[config.mk]
export PLATFORM = sky130hd
export DESIGN_NAME = pvrg_div
export DESIGN_NICKNAME = d
export VERILOG_FILES = /design/src/hdl/pvrg_div.sv
export SDC_FILE = /design/constraint.sdc
export NUM_CORES = 2
export LEC_CHECK = 0
export ABC_AREA = 1
export BUFFER_PORTS_ARGS = -buffer_cell sky130_fd_sc_hd__buf_2
export CORE_ASPECT_RATIO = 0.5
export CORE_MARGIN = 3
export CORE_UTILIZATION = 63
export DETAILED_ROUTE_END_ITERATION = 7
export PLACE_DENSITY = 0.82
export SYNTH_ARGS = -nofsm -noshare
export SYNTH_HDL_FRONTEND = slang
export SYNTH_SLANG_ARGS = --single-unit
[constraint.sdc]
create_clock -name clk -period 2.2 [get_ports clk]
set_input_delay 0.33 -clock clk [delete_from_list [all_inputs] [get_ports clk]]
set_output_delay 0.33 -clock clk [all_outputs]
set_load 0.05 [all_outputs]
[src/hdl/pvrg_div.sv]
// Pipelined restoring divider, one quotient bit per stage.
`timescale 1ns / 1ps

module pvrg_div #(
  parameter int NUM_W  = 28,
  parameter int DEN_W  = 13,
  parameter int Q_W    = 28,
  parameter int SIDE_W = 1
) (
  input  logic              clk,
  input  logic              rst_n,
  input  logic              valid_i,
  input  logic [NUM_W-1:0]  num_i,
  input  logic [DEN_W-1:0]  den_i,
  input  logic [SIDE_W-1:0] side_i,
  output logic              valid_o,
  output logic [Q_W-1:0]    quo_o,
  output logic [SIDE_W-1:0] side_o
);

  logic              vld_r  [Q_W+1];
  logic [DEN_W-1:0]  rem_r  [Q_W+1];
  logic [Q_W-1:0]    w_r    [Q_W+1];
  logic [DEN_W-1:0]  den_r  [Q_W+1];
  logic [SIDE_W-1:0] side_r [Q_W+1];
  logic [DEN_W-1:0]  rem_init;

  // upper numerator bits seed the remainder; they stay below the divisor
  if (NUM_W > Q_W) begin : g_seed
    assign rem_init = DEN_W'(num_i[NUM_W-1:Q_W]);
  end else begin : g_noseed
    assign rem_init = '0;
  end

  always_ff @(posedge clk) begin
    if (!rst_n) begin
      vld_r[0] <= 1'b0;
    end else begin
      vld_r[0] <= valid_i;
    end
    rem_r[0]  <= rem_init;
    w_r[0]    <= num_i[Q_W-1:0];
    den_r[0]  <= den_i;
    side_r[0] <= side_i;
  end

  for (genvar s = 0; s < Q_W; s++) begin : g_stage
    logic [DEN_W:0] trial;
    logic [DEN_W:0] diff;
    logic           ge;

    assign trial = {rem_r[s], w_r[s][Q_W-1]};
    assign diff  = trial - {1'b0, den_r[s]};
    assign ge    = trial >= {1'b0, den_r[s]};

    always_ff @(posedge clk) begin
      if (!rst_n) begin
        vld_r[s+1] <= 1'b0;
      end else begin
        vld_r[s+1] <= vld_r[s];
      end
      rem_r[s+1]  <= ge ? diff[DEN_W-1:0] : trial[DEN_W-1:0];
      w_r[s+1]    <= {w_r[s][Q_W-2:0], ge};
      den_r[s+1]  <= den_r[s];
      side_r[s+1] <= side_r[s];
    end
  end

  assign valid_o = vld_r[Q_W];
  assign quo_o   = w_r[Q_W];
  assign side_o  = side_r[Q_W];

endmodule

==> flow_metrics.tcl <==
set metrics [dict create \
    path_max_fanout 22 \
    instances_no_fill 9022 \
    synth_cells 7359 \
    syn-num-nets 7783 \
    yosysSeqAreaShare_pct 50.5 \
    critPathKind "reg2reg" \
    first_pass_iters 6 \
    crit_chain "inv_1, ha_1, inv_1, fa_2, nand2_1, nand2_1, nand3_1, nand2_1, nand2_4, nand3_2, buf_12, nand2_1, o21ai_1" \
    finalCriticalPeriod_ns 2.07 \
    worst_pin_slew_ns 0.454 \
    path_clk_slew_ns 0.07 \
    die_h_um 229 \
    placed_cells 8722 \
    finalClockSkew_ns 0.0357 \
    crit_required_ns 2.84 \
    portBuffers 74 \
    crit_path_frequent_cell "nand2_1" \
    clk_latency_ns 0.77 \
    finalInstanceArea_sq_mm 0.0698 \
    pre_cts_ws_ns 0.0576 \
    grt_pass1_wl_mm 207 \
    grt_use_total_pct 24.3 \
    dp_hpwl_mm 93.4 \
    min_period_over_period_pct 94.2 \
    syn2layout_area_growth_pct 11.0 \
    pwr_density_cell_mw_per_mm2 1380 \
    diodes 0 \
    dpl_cell_area_sq_mm 0.0645 \
    cp.buffers_inverters 3 \
    max_stage_delay_ns 0.37 \
    drtIter0Drc 2887 \
    post_synth.cell_area_avg_sq_um 8.54 \
    final_cell_mix "nand2_1 (2006), dfxtp_1 (1583), inv_1 (1484)" \
    fp.dieW_um 453 \
    fp-row-count 81 \
    dieArea_sq_mm 0.104 \
    vias 44500 \
    clk_path_buf_depth 3 \
    report.final.hold_viol_count 0 \
    max_freq_mhz 482 \
    end_kind "flip-flop" \
    start_util_pct 64.0 \
    setup_viol 0 \
    peakVddDrop_v 0.000817 \
    rsz0062_at_grt "false" \
    p_leak_nw 36.9 \
    max_slew_margin_pct 69.7 \
    syn_area_sq_mm 0.0629 \
    crit_family "simple AND/OR/NAND/NOR gates" \
    antenna_found_initial 0 \
    synth-seq-cells 1585 \
    finalMaxSlewViolations 0 \
    root_buffer "clkbuf_16" \
    final_common_cell "nand2_1" \
    tns_ns 0 \
    maxCapViolations 0 \
    n_fill_cell 7502 \
    synthDistinctLibCells 41 \
    htreeDepth 4 \
    route.detailed.drc 0 \
    grt_max_degree 30 \
    setup_ws_ns 0.127 \
    post_drt_wl_per_cell_um 14.0 \
    final_antenna_net_count 0 \
    gp_congestion 0.959 \
    hold_class "in2reg" \
    grt_pass1_vias 42600 \
    avgViaCountPerCell 4.93 \
    drive_gt1_share_pct 13.1 \
    ioPinCount 75 \
    gr-total-overflow 0 \
    start_kind "flip-flop" \
    yosys_warnings 0 \
    crit_arrival_ns 2.72 \
    clock_sinks 1585 \
    fp.coreArea_sq_mm 0.0983 \
    outcome "completed" \
    wirelength_mm 127 \
    slowest_stage "fa_2" \
    cts_buffers 131 \
    tritoncts "built" \
    fin_nets 8012 \
]
==> repair_timing <==
item,CTS,global route
hold endpoints to repair,71,0
endpoints found under the setup margin,0,183
resized for setup,0,24
hold buffers,45,0
setup buffers,0,2
==> per-stage QoR <==
stage                     hold slack (ns)  utilization, %  total power [mW]
after floorplan                     0.310               -              65.5
after global placement              0.310            65.7              71.5
after detailed placement            0.312            65.7              72.2
after CTS                           0.139            70.7              96.6
after global routing                0.182            71.0               103
final                               0.185            71.0              96.5
==> area by class of cell <==
cell class / count / area (sq um) / area share, %
flip-flops and latches: 1585 / 31700 / 45.5
multi-input cells: 4154 / 24700 / 35.3
inverters: 1526 / 5730 / 8.21
clock buffers: 176 / 3740 / 5.36
well taps: 1328 / 1660 / 2.38
repair buffers: 190 / 1510 / 2.16
clock inverters: 63 / 749 / 1.07
==> power breakdown <==
part	switching [mW]	internal (mW)	leakage, nW
Sequential	3.04	34.3	13.3
Combinational	22.5	12.7	21.5
Clock	10.6	13.4	2.17
==> metal layers <==
layer | up-vias | GRT usage [%] | routed length (um)
li1 | 23000 | - | -
met1 | 20100 | 31.9 | 57300
met2 | 1094 | 40.7 | 59000
met3 | 261 | 3.46 | 6400
met4 | 0 | 8.98 | 3810
met5 | - | 0 | 0
==> cells in the mapped netlist <==
library cell	count	area, sq um
inv_2	42	158
nand2_4	11	124
nor3_4	9	146
nor2_1	239	897
buf_8	10	150
nand3b_1	1	7.51
o21ai_1	59	295
and2_1	2	12.5
buf_12	5	100
nor2_4	35	394
clkbuf_1	3	11.3
buf_4	32	240
nor3b_1	2	15.0
and2_4	3	26.3
xor2_1	139	1220
nand4_4	14	298
nand2_1	2007	7530
nand4_1	268	1680
a21oi_1	112	561
xnor2_1	1	8.76
nand3_4	24	420
nand2_2	132	826
buf_2	20	100
nor2_2	68	425
o21ai_2	141	1230
o21ai_0	4	20.0
nand3_1	332	1660
dfxtp_1	1585	31700
nor4_1	3	18.8
buf_6	37	417
and2_2	7	52.6
a31oi_1	5	31.3
fa_1	26	521
o211ai_1	1	7.51
nand3_2	111	1110
inv_1	1484	5570
a21oi_4	23	374
nand4_2	2	25.0
a21oi_2	3	26.3
nor3_1	4	20.0
ha_1	353	4420
==> cells by family after synthesis <==
kind of cell,count (synthesis),share of synthesized area (%)
fa+ha+maj,379,7.85
xor+xnor,140,1.95
buf+inv,1633,10.7
flops,1585,50.5
simple gates,3274,25.0
compound gates,348,4.06
==> path summary, 6_finish.rpt <==
path                     from            to  slack [ns]  cells past startpoint
setup reg to reg  w_r[1][111]  rem_r[20][2]        0.13                     13
hold / removal      num_i[27]    w_r[0][27]        0.19                      2
hold reg to reg   w_r[0][283]   w_r[0][312]        0.31                      0
setup / recovery  w_r[1][111]  rem_r[20][2]        0.13                     13
==> state kept, by name, indices dropped and copies added, names as in the netlist <==
signal and count:
w_r 812, den_r 364, rem_r 351, side_r 29, vld_r 29
Note: power is estimated with default switching activity, not from simulation.
